[config.mk]
export PLATFORM = sky130hd
export DESIGN_NAME = bfm_csr
export DESIGN_NICKNAME = d
export VERILOG_FILES = /design/src/assert_macros.svh /design/src/bfm_pkg.sv /design/src/bfm_csr.sv
export SDC_FILE = /design/constraint.sdc
export NUM_CORES = 1
export LEC_CHECK = 0
export BUFFER_PORTS_ARGS = -buffer_cell sky130_fd_sc_hd__buf_4
export CORE_MARGIN = 5
export CORE_UTILIZATION = 41
export DETAILED_ROUTE_END_ITERATION = 10
export GPL_ROUTABILITY_DRIVEN = 0
export GPL_TIMING_DRIVEN = 0
export PLACE_DENSITY = 0.81
export SYNTH_ARGS = -nofsm -noshare
export SYNTH_HDL_FRONTEND = slang
export SYNTH_SLANG_ARGS = --single-unit
[constraint.sdc]
create_clock -name clock -period 1.8 [get_ports clock]
set_input_delay 0 -clock clock [delete_from_list [all_inputs] [get_ports clock]]
set_output_delay 0 -clock clock [all_outputs]
set_load 0.02 [all_outputs]
[src/assert_macros.svh]
// ----------------------------------------------------------------------------
// Assertion macros
// Property checks that compile away when SYNTH is defined.
// ----------------------------------------------------------------------------
`ifndef ASSERT_MACROS_SVH
`define ASSERT_MACROS_SVH
`ifndef SYNTH
`define BFM_ASSERT(lbl, clk, rst, prop) \
   lbl: assert property (@(posedge clk) disable iff (rst) prop) \
      else $error("%m: assertion failed");
`define BFM_NEVER(lbl, clk, rst, cond) \
   lbl: assert property (@(posedge clk) disable iff (rst) !(cond)) \
      else $error("%m: forbidden condition seen");
`else
`define BFM_ASSERT(lbl, clk, rst, prop)
`define BFM_NEVER(lbl, clk, rst, cond)
`endif
`endif

[src/bfm_pkg.sv]
// ----------------------------------------------------------------------------
// Bloom filter membership package
// Shared constants, codes and controller/datapath signal groups.
// ----------------------------------------------------------------------------
package bfm_pkg;

   localparam int SIZE_W = 17;
   localparam int HCNT_W = 2;

   localparam logic [31:0] FNV_BASIS = 32'd2166136261;
   localparam logic [31:0] FNV_PRIME = 32'd16777619;
   localparam logic [31:0] MIX_MULT  = 32'h5bd1e995;
   localparam int          MIX_SHIFT = 15;

   localparam logic OP_ADD   = 1'b0;
   localparam logic OP_QUERY = 1'b1;

   localparam logic REG_FILTER_SIZE = 1'b0;
   localparam logic REG_HASHES_USED = 1'b1;

   localparam logic [SIZE_W-1:0] FILTER_SIZE_RESET = 17'd65536;
   localparam logic [HCNT_W-1:0] HASHES_RESET      = 2'd2;
   localparam logic [HCNT_W-1:0] HASHES_MAX        = 2'd2;

   typedef struct packed {
      logic [SIZE_W-1:0] filter_size;
      logic [HCNT_W-1:0] hashes_used;
   } cfg_type;

   typedef struct packed {
      logic hash_en;
      logic clr_wr;
      logic div_load;
      logic div_step;
      logic mem_rd;
      logic mem_upd;
      logic rsp_load;
      logic sel;
   } cmd_type;

   typedef struct packed {
      logic              clr_last;
      logic              div_last;
      logic [HCNT_W-1:0] cfg_count;
      logic [HCNT_W-1:0] key_count;
   } status_type;

endpackage

[src/bfm_csr.sv]
// ----------------------------------------------------------------------------
// Bloom filter register bank
// APB-style access to the filter size and hash count registers.
// ----------------------------------------------------------------------------
module bfm_csr (
   input  logic             clock,
   input  logic             reset,
   input  logic             psel,
   input  logic             penable,
   input  logic             pwrite,
   input  logic [2:0]       paddr,
   input  logic [31:0]      pwdata,
   output logic [31:0]      prdata,
   output logic             pready,
   output bfm_pkg::cfg_type cfg
);

   logic [bfm_pkg::SIZE_W-1:0] size_ff;
   logic [bfm_pkg::HCNT_W-1:0] hcnt_ff;
   logic                       wr_en;
   logic                       reg_idx;

   assign pready  = 1'b1;
   assign reg_idx = paddr[2];
   assign wr_en   = psel & penable & pwrite;

   always_ff @(posedge clock) begin
      if (reset) begin
         size_ff <= bfm_pkg::FILTER_SIZE_RESET;
         hcnt_ff <= bfm_pkg::HASHES_RESET;
      end else if (wr_en) begin
         unique case (reg_idx)
            bfm_pkg::REG_FILTER_SIZE: size_ff <= pwdata[bfm_pkg::SIZE_W-1:0];
            bfm_pkg::REG_HASHES_USED: hcnt_ff <= pwdata[bfm_pkg::HCNT_W-1:0];
            default: ;
         endcase
      end
   end

   always_comb begin
      unique case (reg_idx)
         bfm_pkg::REG_FILTER_SIZE: prdata = {15'd0, size_ff};
         bfm_pkg::REG_HASHES_USED: prdata = {30'd0, hcnt_ff};
         default:                  prdata = 32'd0;
      endcase
   end

   assign cfg.filter_size = size_ff;
   assign cfg.hashes_used = hcnt_ff;

endmodule

==> flow_summary.toml <==
[run_status]
outcome = "complete, no violations"

[yosys]
ys_ff_latch = 19
synthDistinctLibCells = 14
synth_common_cells = "nand2b_1, dfxtp_1, mux2i_1"
yosysWarnings = 0
synth_area_leaders = "dfxtp_1, nand2b_1, mux2i_1"
async_flop_share = 0
synth_area_um2 = 1130
synth-edff-count = 0
syn_inst = 120
synthFlopType = "dfxtp_1"
synth_top_area_share = 0.338
synth_seq_area_share = 0.338
avgSynthCellArea_um2 = 9.38
synth.most_common_cell = "nand2b_1"
yosysTopAreaCell = "dfxtp_1"

[cts]
cts-resized-gates = 0
htreeDepth = 1
cts_max_path_buffers = 2
worst_skew_pair.late_latency_ns = 0.30
cts_sinks = 19
cts_made_buffers = 3
cts_root_buf = "clkbuf_4"
post_cts_buffers = 0
cts_tree = "built"
path_clk_slew_ns = 0.11

[worst_setup_path]
crit_path_end_kind = "primary output"
required_ns = 1.80
cp_max_fo = 3
critPathKind = "reg -> out"
arrival_ns = 1.06
slowest_delay_ns = 0.35
cp_slowest_cell = "dfxtp_1"
cp.buffers_inverters = 1
cp_cell_sequence = "mux2_2, buf_4"
cp-start-kind = "flop"
cp_top_family = "flip-flops"

[drt]
drtPass1Iterations = 4
wire_per_inst_um = 13.2
finalWirelength_mm = 3.18
drt-initial-drc-count = 12
ant_nets = 0
avgViaCountPerCell = 4.42
via_count = 1066
drc = 0

[sta]
setup_ws_ns = 0.735
skew_ns = 0
rsz0062_at_grt = "no"
fin_tns_setup_ns = 0
final_hold_viol_count = 0
setup-violations-final = 0
max_freq_ghz = 0.939
timing.hold.ws_ns = 0.0226
period_minus_slack_ns = 1.06
finalCritPeriodShare = 0.592
maxSlewViolCount = 0

[pwr]
power_mw = 0.898
vdd_drop_max_uv = 375
leakagePower_nw = 0.880
powerDensity_nw_per_um2 = 492

[flow_run]
drv_cap = 0

[floorplanning]
io_pins = 92
core_area_um2 = 2690
initial_core_util = 0.419
rows = 19
die_w_um = 62.4
fp.dieH_um = 62.4
dieArea_um2 = 3890

[placed_design]
dpl_cell_area_um2 = 1640
io_buffers = 56
dp_hpwl_mm = 2.31
dp_slack_ns = 0.722

[worst_hold_path]
hold_class = "in -> reg"

[layout]
area_delta_synth_final_pct = 62.0
fill_cells = 219
nNetsFinal = 251
antennaDiodeCount = 0
drive_gt1_frac = 0.405
stdcell_area_um2 = 1820

[global_routing]
grt_util_all_layers = 0.167
grt_pass1_wl_mm = 5.21
grt_pass1_vias = 1100
grt_overflow = 0
grt_max_degree = 11
antenna_found_initial = 0
==> power breakdown <==
group          leakage [nW]  internal (mW)  total, mW  switching, mW
combinational         0.711          0.131      0.240          0.109
sequential            0.154          0.430      0.437        0.00730
clock                0.0150         0.0863      0.221          0.134
==> routing by layer <==
layer  global-route usage  vias up  part of all wire
li1                     -      525                 -
met1                0.176      480              0.36
met2                0.299       51              0.53
met3               0.0432       10             0.069
met4               0.0928        0             0.039
met5                    0        -                 0
==> sequential cells by signal, summed over array words and instances (netlist names) <==
name	flops
hcnt_ff	2
size_ff	17
==> cells by family after synthesis <==
| group | after synthesis | share of synthesized area |
|---|---|---|
| and+or+nand+nor | 54 | 0.306 |
| buffers and inverters | 24 | 0.161 |
| muxes | 21 | 0.189 |
| DFF | 19 | 0.338 |
| other | 2 | 0.00667 |
==> path summary, 6_finish.rpt <==
kind / startpoint / endpoint / slack, ns / cells past startpoint
worst min register to register: size_ff[13]$_SDFFE_PP0P_ / size_ff[13]$_SDFFE_PP0P_ / 0.50 / 2
worst max-delay path: size_ff[1]$_SDFFE_PP0P_ / prdata[1] / 0.74 / 2
worst max register to register: size_ff[6]$_SDFFE_PP0P_ / size_ff[6]$_SDFFE_PP0P_ / 1.08 / 2
worst min-delay path: pwdata[6] / size_ff[6]$_SDFFE_PP0P_ / 0.02 / 3
==> stage by stage <==
step                cells  utilization
global placement      221        0.610
detailed placement    221        0.610
floorplan             134            -
CTS                   240        0.675
finish                241        0.679
global route          241        0.679
==> tightest hold or removal path, delay by kind of cell <==
| kind | cells | cell delay, ns |
|---|---|---|
| buffers and inverters | 1 | 0.11 |
| muxes | 1 | 0.09 |
| and+or+nand+nor | 1 | 0.07 |
==> timing repair <==
item | in CTS | in global routing
hold endpoints to repair | 16 | 2
hold buffers | 15 | 1
endpoints found under the setup margin | 0 | 0
==> cells in the final DEF (no fill, tap or decap), drive strengths merged <==
cell type / n
dfxtp: 19
nor2: 4
nand4: 1
and4b: 1
nor2b: 10
mux2i: 19
dlygate4sd3: 16
and2b: 5
buf: 75
conb: 16
clkbuf: 9
nand2b: 33
mux2: 2
==> layout make-up <==
class	instances	area, um2	share of cell area
sequential	19	380	0.209
tap	31	38.8	0.0213
multi-input combinational	91	617	0.338
clock buffer	4	26.3	0.0144
timing repair buffer	72	581	0.318
buffer	24	181	0.0995
Power figures use the tool's default switching activity.
