## config.mk

```make
export PLATFORM = sky130hd
export DESIGN_NAME = bfm_ctrl
export DESIGN_NICKNAME = d
export VERILOG_FILES = /design/src/bfm_pkg.sv /design/src/bfm_ctrl.sv
export VERILOG_INCLUDE_DIRS = /design/src /design/src/src
export SDC_FILE = /design/constraint.sdc
export NUM_CORES = 1
export LEC_CHECK = 0
export ABC_AREA = 1
export BUFFER_PORTS_ARGS = -buffer_cell sky130_fd_sc_hd__buf_2
export CAP_MARGIN = 20
export CORE_AREA = 2 2 39 41
export DETAILED_ROUTE_END_ITERATION = 12
export DIE_AREA = 0 0 41 43
export GPL_TIMING_DRIVEN = 0
export PLACE_DENSITY = 0.71
export SKIP_CTS_REPAIR_TIMING = 1
export SKIP_LAST_GASP = 1
export SLEW_MARGIN = 0
export SYNTH_ARGS = -nofsm -noshare
export SYNTH_HDL_FRONTEND = slang
export SYNTH_SLANG_ARGS = --single-unit
```

## constraint.sdc

```tcl
create_clock -name clock -period 1 [get_ports clock]
set_input_delay 0.1 -clock clock [delete_from_list [all_inputs] [get_ports clock]]
set_output_delay 0.1 -clock clock [all_outputs]
set_load 0.02 [all_outputs]
```

## src/assert_macros.svh

```systemverilog
// ----------------------------------------------------------------------------
// Assertion macros
// Property checks that compile away when SYNTH is defined.
// ----------------------------------------------------------------------------
`ifndef ASSERT_MACROS_SVH
`define ASSERT_MACROS_SVH
`ifndef SYNTH
`define BFM_ASSERT(lbl, clk, rst, prop) \
   lbl: assert property (@(posedge clk) disable iff (rst) prop) \
      else $error("%m: assertion failed");
`define BFM_NEVER(lbl, clk, rst, cond) \
   lbl: assert property (@(posedge clk) disable iff (rst) !(cond)) \
      else $error("%m: forbidden condition seen");
`else
`define BFM_ASSERT(lbl, clk, rst, prop)
`define BFM_NEVER(lbl, clk, rst, cond)
`endif
`endif

```

## src/bfm_pkg.sv

```systemverilog
// ----------------------------------------------------------------------------
// Bloom filter membership package
// Shared constants, codes and controller/datapath signal groups.
// ----------------------------------------------------------------------------
package bfm_pkg;

   localparam int SIZE_W = 17;
   localparam int HCNT_W = 2;

   localparam logic [31:0] FNV_BASIS = 32'd2166136261;
   localparam logic [31:0] FNV_PRIME = 32'd16777619;
   localparam logic [31:0] MIX_MULT  = 32'h5bd1e995;
   localparam int          MIX_SHIFT = 15;

   localparam logic OP_ADD   = 1'b0;
   localparam logic OP_QUERY = 1'b1;

   localparam logic REG_FILTER_SIZE = 1'b0;
   localparam logic REG_HASHES_USED = 1'b1;

   localparam logic [SIZE_W-1:0] FILTER_SIZE_RESET = 17'd65536;
   localparam logic [HCNT_W-1:0] HASHES_RESET      = 2'd2;
   localparam logic [HCNT_W-1:0] HASHES_MAX        = 2'd2;

   typedef struct packed {
      logic [SIZE_W-1:0] filter_size;
      logic [HCNT_W-1:0] hashes_used;
   } cfg_type;

   typedef struct packed {
      logic hash_en;
      logic clr_wr;
      logic div_load;
      logic div_step;
      logic mem_rd;
      logic mem_upd;
      logic rsp_load;
      logic sel;
   } cmd_type;

   typedef struct packed {
      logic              clr_last;
      logic              div_last;
      logic [HCNT_W-1:0] cfg_count;
      logic [HCNT_W-1:0] key_count;
   } status_type;

endpackage

```

## src/bfm_ctrl.sv

```systemverilog
// ----------------------------------------------------------------------------
// Bloom filter controller
// Sequences the clearing pass, key-end bit selection and result transfer.
// ----------------------------------------------------------------------------
`include "assert_macros.svh"

module bfm_ctrl (
   input  logic                clock,
   input  logic                reset,
   input  logic                req_valid,
   input  logic                req_last,
   output logic                req_ready,
   output logic                rsp_valid,
   input  logic                rsp_ready,
   input  bfm_pkg::status_type status,
   output bfm_pkg::cmd_type    cmd
);

   localparam logic [2:0] ST_CLEAR = 3'd0;
   localparam logic [2:0] ST_IDLE  = 3'd1;
   localparam logic [2:0] ST_LOAD  = 3'd2;
   localparam logic [2:0] ST_DIV   = 3'd3;
   localparam logic [2:0] ST_RD    = 3'd4;
   localparam logic [2:0] ST_WAIT  = 3'd5;
   localparam logic [2:0] ST_UPD   = 3'd6;
   localparam logic [2:0] ST_FIN   = 3'd7;

   logic [2:0] state_ff, state_in;
   logic       idx_ff, idx_in;
   logic       rsp_valid_ff, rsp_valid_in;
   logic       rsp_free;

   assign rsp_free = !rsp_valid_ff || rsp_ready;

   always_comb begin
      state_in = state_ff;
      idx_in   = idx_ff;
      cmd      = '0;
      cmd.sel  = idx_ff;
      unique case (state_ff)
         ST_CLEAR: begin
            cmd.clr_wr = 1'b1;
            if (status.clr_last) begin
               state_in = ST_IDLE;
            end
         end
         ST_IDLE: begin
            if (req_valid) begin
               cmd.hash_en = 1'b1;
               idx_in      = 1'b0;
               if (req_last) begin
                  state_in = (status.cfg_count == 2'd0) ? ST_FIN : ST_LOAD;
               end
            end
         end
         ST_LOAD: begin
            cmd.div_load = 1'b1;
            state_in     = ST_DIV;
         end
         ST_DIV: begin
            cmd.div_step = 1'b1;
            if (status.div_last) begin
               state_in = ST_RD;
            end
         end
         ST_RD: begin
            cmd.mem_rd = 1'b1;
            state_in   = ST_WAIT;
         end
         ST_WAIT: begin
            state_in = ST_UPD;
         end
         ST_UPD: begin
            cmd.mem_upd = 1'b1;
            if ({1'b0, idx_ff} + 2'd1 < status.key_count) begin
               idx_in   = 1'b1;
               state_in = ST_LOAD;
            end else begin
               state_in = ST_FIN;
            end
         end
         ST_FIN: begin
            if (rsp_free) begin
               cmd.rsp_load = 1'b1;
               state_in     = ST_IDLE;
            end
         end
         default: state_in = ST_CLEAR;
      endcase
   end

   always_comb begin
      rsp_valid_in = rsp_valid_ff;
      if (cmd.rsp_load) begin
         rsp_valid_in = 1'b1;
      end else if (rsp_ready) begin
         rsp_valid_in = 1'b0;
      end
   end

   always_ff @(posedge clock) begin
      if (reset) begin
         state_ff     <= ST_CLEAR;
         idx_ff       <= 1'b0;
         rsp_valid_ff <= 1'b0;
      end else begin
         state_ff     <= state_in;
         idx_ff       <= idx_in;
         rsp_valid_ff <= rsp_valid_in;
      end
   end

   assign req_ready = (state_ff == ST_IDLE);
   assign rsp_valid = rsp_valid_ff;

   `BFM_ASSERT(a_clear_once, clock, reset, (state_ff != ST_CLEAR) |=> (state_ff != ST_CLEAR))
   `BFM_ASSERT(a_upd_after_wait, clock, reset, (state_ff == ST_UPD) |-> ($past(state_ff) == ST_WAIT))
   `BFM_ASSERT(a_load_in_range, clock, reset, (state_ff == ST_LOAD) |-> ({1'b0, idx_ff} < status.key_count))
   `BFM_NEVER(a_no_result_overrun, clock, reset, cmd.rsp_load && rsp_valid_ff && !rsp_ready)

endmodule

```

==> results of run 1 <==
-- cell type report --
class,count,area [um2]
fillers,128,662
multi-input cells,49,309
repair buffers,24,164
flip-flops and latches,5,110
inverters,14,55.1
plain buffers,4,37.5
clock buffers,4,26.3
well taps,16,20.0
-- synthesized netlist by cell type, drive strengths merged --
master / instances / area (um2)
nand3: 9 / 50.1
dfxtp: 5 / 100
o21a: 1 / 7.51
inv: 14 / 52.6
a21oi: 3 / 18.8
nor3: 1 / 5.00
nor2: 14 / 65.1
nand2: 20 / 87.6
ha: 1 / 12.5
buf: 4 / 33.8
-- worst max-delay path, cell delays in order, from the launching register on --
cell	delay [ns]
dfxtp_2	0.32
buf_8	0.13
nand3_2	0.10
nor2_1	0.11
buf_4	0.11
buf_6	0.10
-- cell families after synthesis --
family | Yosys count
simple gates | 44
fa+ha+maj | 1
flops | 5
compound gates | 4
buf+inv | 18
-- sequential cells by signal, indices dropped and copies added, names as in the netlist --
name       count
rsp_valid      1
idx_ff         1
state_ff       3
-- metal layers --
| metal | GRT usage | wire length, um | vias up |
|---|---|---|---|
| met3 | 0.0785 | 93 | 0 |
| met1 | 0.103 | 414 | 237 |
| met4 | 0 | 0 | 0 |
| met5 | 0 | 0 | - |
| li1 | - | - | 271 |
| met2 | 0.194 | 614 | 24 |
-- path summary, 6_finish.rpt --
| check | from | end | slack (ns) |
|---|---|---|---|
| worst min register to register | idx_ff | idx_ff | 0.49 |
| worst max-delay path | state_ff[1] | cmd[1] | -0.21 |
| worst max register to register | state_ff[0] | state_ff[0] | -0.18 |
| worst min-delay path | reset | state_ff[2] | 0.06 |
-- report_power, final --
part | switching [mW] | internal, mW | leakage, nW
clock network | 0.0737 | 0.150 | 0.0150
registers | 0.0832 | 0.271 | 0.0430
logic | 0.699 | 0.501 | 0.344
total | 0.856 | 0.922 | 0.402
-- metrics by stage --
stage                     utilization  TNS (ns)
after floorplan                     -    -0.223
after global placement          0.415    -0.398
after detailed placement        0.415    -0.452
after CTS                       0.434     -2.18
after global routing            0.522     -2.73
final                           0.522     -1.81
==> run_results.csv, run 1 <==
group,metric,value,unit
job,maxCapViolations,0,
placement,placed_cells,108,
global_route,grt_usage,0.110,
cts,clk_latency,0.24,ns
layout,stdcell_count,116,
placement,io_buffers,20,
yosys,yosysSeqAreaShare,0.231,
drt,via_per_inst,4.59,
die,core,0.00138,mm2
drt,wl_per_cell,9.67,um
global_route,grt_overflow,0,
die,start_util,0.313,
outcome,status,"complete, but fails checks",
timing,rsz0062_at_grt,"true",
layout,finalNetCount,113,
drt,antenna_left,0,
yosys,synth_xor_area_frac,0,
timing,maxSlewHeadroom,0.901,
die,dieArea,0.00176,mm2
die,die_w,41,um
worst_setup_path,crit_arrival,1.11,ns
cts,cts_num_sinks,5,
yosys,synth_top_family_by_area,"simple AND/OR/NAND/NOR gates",
global_route,grt_pass1_wl,1290,um
yosys,synth-simple-area-share,0.480,
yosys,syn_area_per_cell,6.01,um2
cts,clk_path_buf_depth,2,
yosys,synth-compound-area-share,0.0607,
timing,whs,0.0609,ns
pwr,leakagePower,0.402,nW
timing,setup_viol,12,
worst_setup_path,cp.required,0.90,ns
timing,finalMaxSlewViolations,0,
layout,final_common_cell,"buf_2",
outcome,failed_checks,"setup timing",
yosys,yosys_warnings,0,
cts,clk_pin_slew_worst_paths,0.04,ns
timing,finalCritPeriodShare,1.21,
die,fp.dieH,43,um
global_route,first_global_vias,371,
drt,route.detailed.drc,0,
timing,clock_skew,0.00128,ns
pwr,vdd_drop_max,1.03,mV
drt,routed_wl,1120,um
pwr,power.density,2460,mW/mm2
pwr,power.total,1.78,mW
global_route,antenna_found_initial,0,
die,rows,14,
cts,cts_tree,"built",
layout,final_cell_mix,"buf_2 (14), nand2_1 (10), inv_1 (9), nand2_2 (9), buf_4 (8)",
layout,design_area,722,um2
cts,clock_tree.root_cell,"clkbuf_4",
hold_path,min_path_cells,2,
cts,cts_inserted_buffers,3,
timing,hold_viol,0,
worst_setup_path,worst_setup_path_start_kind,"register",
timing,fmax,829,MHz
die,io_pins,21,
yosys,syn_area,433,um2
placement,dp_hpwl,766,um
cts,htreeDepth,1,
timing,worst_slew_pin_slew,0.148,ns
layout,antennaDiodeCount,0,
placement,postPlaceCellArea,574,um2
yosys,synthMuxAreaShare,0,
yosys,synth_nets,84,
yosys,synth_adder_area_share,0.0289,
timing,period_needed,1.21,ns
drt,drt_iter0_drc,9,
yosys,synth_seq_cells,5,
drt,vias,532,
placement,dpl_worst_slack,-0.158,ns
placement,place.gp.congestion,0.756,
worst_setup_path,crit_type,"reg -> out",
worst_setup_path,crit_fanout,8,
hold_path,min_path_type,"in -> reg",
worst_setup_path,cp-end-kind,"primary output",
yosys,post_synth_num_cell_types,17,
worst_setup_path,reg2reg_depth,8,
layout,drive_gt1_frac,0.630,
drt,drtPass1Iterations,4,
yosys,syn_inst,72,
layout,syn_to_final_growth,66.8,%
global_route,grt_max_degree,9,
timing,fin_ws,-0.206,ns
Note: power is estimated with default switching activity, not from simulation.
==> inputs of run 2 (changes only) <==
--- a/config.mk
+++ b/config.mk
@@ -13,7 +13,7 @@
 export DETAILED_ROUTE_END_ITERATION = 12
 export DIE_AREA = 0 0 41 43
 export GPL_TIMING_DRIVEN = 0
-export PLACE_DENSITY = 0.71
+export PLACE_DENSITY = 0.69
 export SKIP_CTS_REPAIR_TIMING = 1
 export SKIP_LAST_GASP = 1
 export SLEW_MARGIN = 0
==> constraint.sdc (replaced) <==
create_clock -name clock -period 1.15 [get_ports clock]
set_input_delay 0.115 -clock clock [delete_from_list [all_inputs] [get_ports clock]]
set_output_delay 0.115 -clock clock [all_outputs]
set_load 0.02 [all_outputs]
==> run 2 against run 1 <==
  * The flow still finishes with violations (setup timing)
  * Utilization is 0.81 points lower
  * Non-clock buffer count grew 2
  * Worst hold slack worse by 0.0028 ns
  * Design area decreased by 1.6%
  * Critical path type unchanged
==> run_results.csv, run 2 (synthesized netlist as in run 1, its figures left out) <==
group,metric,value,unit
drt,drtPass1Iterations,5,
hold_path,min_path_cells,2,
timing,finalMaxSlewViolations,0,
die,start_util,0.313,
pwr,pwr-share-clk,0.131,
cts,cts_num_sinks,5,
hold_path,worstHoldStart,"reset",
layout,final_cell_mix,"nand2_1 (15), buf_2 (13), inv_1 (11), buf_4 (11), nor2_1 (8)",
cts,clk_latency,0.25,ns
die,io_pins,21,
timing,fin_ws,-0.101,ns
global_route,grt_usage,0.121,
pwr,power_frac_seq,0.195,
worst_setup_path,regToRegStartpoint,"state_ff[1]",
drt,antenna_left,0,
global_route,antenna_found_initial,0,
worst_setup_path,crit_type,"reg -> out",
die,fp.dieH,43,um
worst_setup_path,crit_arrival,1.14,ns
cts,cts_tree,"built",
drt,via_per_inst,4.36,
layout,drive_gt1_frac,0.529,
pwr,p_int,0.841,mW
drt,drt_iter0_drc,3,
layout,final_common_cell,"nand2_1",
worst_setup_path,startpoint,"state_ff[1]",
pwr,p_sw_frac,0.464,
timing,worst_slew_pin_slew,0.160,ns
timing,rsz0062_at_grt,"true",
die,core,0.00138,mm2
timing,hold_viol,0,
placement,io_buffers,20,
global_route,grt_pass1_wl,1350,um
placement,dp_hpwl,758,um
outcome,failed_checks,"setup timing",
pwr,power.density,2210,mW/mm2
global_route,grt_max_degree,9,
cts,htreeDepth,1,
drt,routed_wl,1080,um
hold_path,min_path_type,"in -> reg",
global_route,grt_overflow,0,
layout,syn_to_final_growth,64.2,%
job,maxCapViolations,0,
layout,antennaDiodeCount,0,
pwr,p_comb_frac,0.675,
worst_setup_path,cp.required,1.03,ns
worst_setup_path,cp-end-kind,"primary output",
global_route,first_global_vias,369,
pwr,switching_power,0.727,mW
layout,top_register,"state_ff",
timing,finalCritPeriodShare,1.09,
placement,place.gp.congestion,0.787,
pwr,leakagePower,0.403,nW
die,rows,14,
layout,stdcell_count,118,
layout,fillCellCount,133,
drt,route.detailed.drc,0,
worst_setup_path,crit_fanout,5,
layout,largest_reg_flops,3,
pwr,vdd_drop_max,0.914,mV
cts,clock_tree.root_cell,"clkbuf_4",
worst_setup_path,reg2reg_depth,9,
outcome,status,"complete, but fails checks",
cts,clk_pin_slew_worst_paths,0.05,ns
timing,fmax,800,MHz
placement,placed_cells,108,
worst_setup_path,worst_setup_path_start_kind,"register",
layout,finalNetCount,115,
timing,period_needed,1.25,ns
timing,maxSlewHeadroom,0.893,
drt,wl_per_cell,9.19,um
timing,whs,0.0581,ns
die,die_w,41,um
die,dieArea,0.00176,mm2
cts,cts_inserted_buffers,3,
timing,clock_skew,0.00722,ns
cts,clk_path_buf_depth,2,
drt,vias,514,
timing,setup_viol,9,
[run 2: cell count changes in the layout (fill, tap and decap cells not counted), sizes merged]
| cell | change |
|---|---|
| buf | +2 |
[run 2: stage by stage]
step	util	area [um2]	worst slack, ns	total power, mW	setup TNS, ns
after detailed placement	0.411	569	-0.104	1.07	-0.264
final	0.514	711	-0.101	1.57	-0.629
after global routing	0.514	711	-0.178	1.70	-1.45
after floorplan	-	449	0.0110	0.893	0
after global placement	0.411	569	-0.106	1.06	-0.249
after CTS	0.430	596	-0.297	1.28	-1.50
[run 2: cell type report]
cell class                      instances  area (um2)  area share
Clock buffer                            4        26.3      0.0370
Inverter                               14        55.1      0.0775
Sequential cell                         5         109       0.153
Timing Repair Buffer                   26         181       0.255
Multi-Input combinational cell         49         285       0.401
Tap cell                               16        20.0      0.0282
Buffer                                  4        33.8      0.0475
[run 2: per-layer routing]
layer | track usage | vias to the layer above | wire, um
li1 | - | 273 | -
met1 | 0.115 | 219 | 423
met2 | 0.181 | 18 | 550
met3 | 0.0314 | 4 | 65
met4 | 0.140 | 0 | 45
met5 | 0 | - | 0
[run 2: power by group through the flow]
stage | Combinational [mW] | Clock [mW] | Sequential [mW]
2_1_floorplan | 0.625 | 0 | 0.268
3_3_place_gp | 0.785 | 0 | 0.272
3_5_place_dp | 0.797 | 0 | 0.273
4_1_cts | 0.800 | 0.212 | 0.269
5_1_grt | 1.16 | 0.229 | 0.313
6_report | 1.06 | 0.205 | 0.305
[run 2: worst max-delay path: stages, from the launching register on]
cell and delay [ns]:
dfxtp_2 0.31, buf_6 0.13, buf_4 0.14, nand2_4 0.06, nor2_4 0.12, buf_6 0.13
[run 2: path summary, 6_finish.rpt]
path | endpoint | slack [ns]
min reg2reg | idx_ff | 0.50
min | state_ff[2] | 0.06
max reg2reg | state_ff[2] | -0.09
max | cmd[4] | -0.10
==> inputs of run 3 (changes only) <==
==> constraint.sdc (replaced) <==
create_clock -name clock -period 1.15 [get_ports clock]
set_input_delay 0.23 -clock clock [delete_from_list [all_inputs] [get_ports clock]]
set_output_delay 0.23 -clock clock [all_outputs]
set_load 0.02 [all_outputs]
==> run 3 against run 2 <==
  * The run still ends with setup timing left
  * Clock power about the same
  * Sequential share of layout area increased by 0.068 points
  * First-iteration DRC count rose by 130%
  * Critical path type unchanged
  * Critical endpoint is now cmd[2]
  * Largest power group unchanged
==> run_results.csv, run 3 (synthesized netlist as in run 1, its figures left out) <==
group,metric,value,unit
global_route,grt-busiest-layer,"met2",
timing,whs,0.163,ns
timing,maxSlewHeadroom,0.857,
outcome,failed_checks,"setup timing",
drt,via_per_inst,4.48,
drt,vias,515,
pwr,p_comb_frac,0.662,
pwr,power.total,1.56,mW
layout,final_cell_mix,"nand2_1 (13), buf_2 (13), inv_1 (10)",
outcome,status,"complete, but fails checks",
die,rows,14,
global_route,gr-usage-met3,0.0628,
layout,top_register,"state_ff",
worst_setup_path,crit_family,"buffers and inverters",
global_route,grt_pass1_wl,1390,um
layout,stdcell_count,115,
job,maxCapViolations,0,
layout,drive_gt1_frac,0.576,
worst_setup_path,crit_type,"reg -> out",
placement,place.gp.congestion,0.826,
drt,routed_wl,1040,um
timing,rsz0062_at_grt,"true",
cts,htreeDepth,1,
pwr,vdd_drop_max,1.31,mV
worst_setup_path,crit_arrival,1.15,ns
cts,clk_latency,0.24,ns
drt,antenna_left,0,
global_route,grt_max_degree,9,
worst_setup_path,reg2reg_to,"state_ff[0]",
global_route,antenna_found_initial,0,
timing,fmax,724,MHz
placement,dp_hpwl,788,um
drt,wl_per_cell,9.03,um
pwr,p_sw_frac,0.482,
placement,io_buffers,20,
worst_setup_path,worst-path-buf-inv,3,
cts,clk_pin_slew_worst_paths,0.05,ns
die,start_util,0.313,
pwr,leakagePower,0.390,nW
worst_setup_path,r2r_slack,-0.16,ns
worst_setup_path,cp_num_cells,5,
worst_setup_path,worstSetupEndpoint,"cmd[2]",
layout,syn_to_final_growth,65.3,%
global_route,grt_util_met2,0.175,
die,core,0.00138,mm2
timing,hold_viol,0,
die,dieArea,0.00176,mm2
drt,route.detailed.drc,0,
worst_setup_path,cp.required,0.92,ns
cts,cts_tree,"built",
global_route,grt_overflow,0,
hold_path,min_path_type,"in -> reg",
layout,antennaDiodeCount,0,
worst_setup_path,crit_fanout,8,
layout,multi_input_area,308,um2
cts,cts_num_sinks,5,
pwr,power_frac_seq,0.205,
timing,fin_ws,-0.231,ns
hold_path,worstHoldStart,"reset",
die,io_pins,21,
timing,clock_skew,0.00358,ns
layout,fillCellCount,137,
placement,placed_cells,108,
layout,utilization,0.517,
worst_setup_path,slowest_stage,"dfxtp_2",
cts,clock_tree.root_cell,"clkbuf_4",
timing,finalCritPeriodShare,1.20,
timing,setup_viol,11,
worst_setup_path,reg2reg_depth,11,
timing,worst_slew_pin_slew,0.215,ns
pwr,power.density,2170,mW/mm2
cts,cts_inserted_buffers,3,
timing,finalMaxSlewViolations,0,
worst_setup_path,cp-end-kind,"primary output",
layout,finalNetCount,112,
drt,drt_iter0_drc,7,
die,fp.dieH,43,um
pwr,switching_power,0.750,mW
layout,largest_reg_flops,3,
worst_setup_path,cp_cell_sequence,"buf_8 -> nand2_2 -> nor2_2 -> buf_4 -> buf_6",
global_route,first_global_vias,381,
pwr,p_int,0.805,mW
layout,ff_latch_area,110,um2
worst_setup_path,startpoint,"state_ff[1]",
cts,clk_path_buf_depth,2,
pwr,pwr-share-clk,0.133,
worst_setup_path,slowest_delay,0.32,ns
worst_setup_path,worst_setup_path_start_kind,"register",
drt,drtPass1Iterations,4,
global_route,grt_usage,0.118,
worst_setup_path,regToRegStartpoint,"state_ff[1]",
global_route,met1_usage,0.139,
timing,period_needed,1.38,ns
die,die_w,41,um
run 3: how the worst min path moves through the flow:
stage / slack, ns / to / cells past startpoint
final: 0.16 / state_ff[2] / 2
after global routing: 0.15 / state_ff[2] / 2
after CTS: 0.16 / state_ff[2] / 2
after detailed placement: 0.43 / state_ff[2] / 2
after global placement: 0.43 / state_ff[2] / 2
after floorplan: 0.29 / state_ff[2] / 1
run 3: routing by layer:
layer	up-vias	wire, um
li1	271	-
met1	225	419
met2	19	537
met3	0	83
met4	0	0
met5	-	0
run 3: final cells by class:
| type | instances | area share |
|---|---|---|
| tap | 16 | 0.0280 |
| timing repair buffer | 24 | 0.233 |
| sequential | 5 | 0.154 |
| buffer | 3 | 0.0420 |
| clock buffer | 4 | 0.0367 |
| inverter | 14 | 0.0769 |
| multi-input combinational | 49 | 0.430 |
run 3: power by group through the flow:
stage          clock (mW)  sequential, mW  combinational (mW)
3_3_place_gp            0           0.287               0.792
3_5_place_dp            0           0.288               0.808
2_1_floorplan           0           0.279               0.631
5_1_grt             0.229           0.325                1.13
6_report            0.206           0.320                1.03
4_1_cts             0.221           0.284               0.809
run 3: per-stage QoR:
| stage | setup WS [ns] | TNS (ns) | area (um2) |
|---|---|---|---|
| floorplan | 0.00141 | 0 | 453 |
| global placement | -0.148 | -0.530 | 573 |
| detailed placement | -0.142 | -0.512 | 573 |
| CTS | -0.417 | -2.35 | 599 |
| global route | -0.288 | -2.39 | 716 |
| finish | -0.231 | -1.69 | 716 |
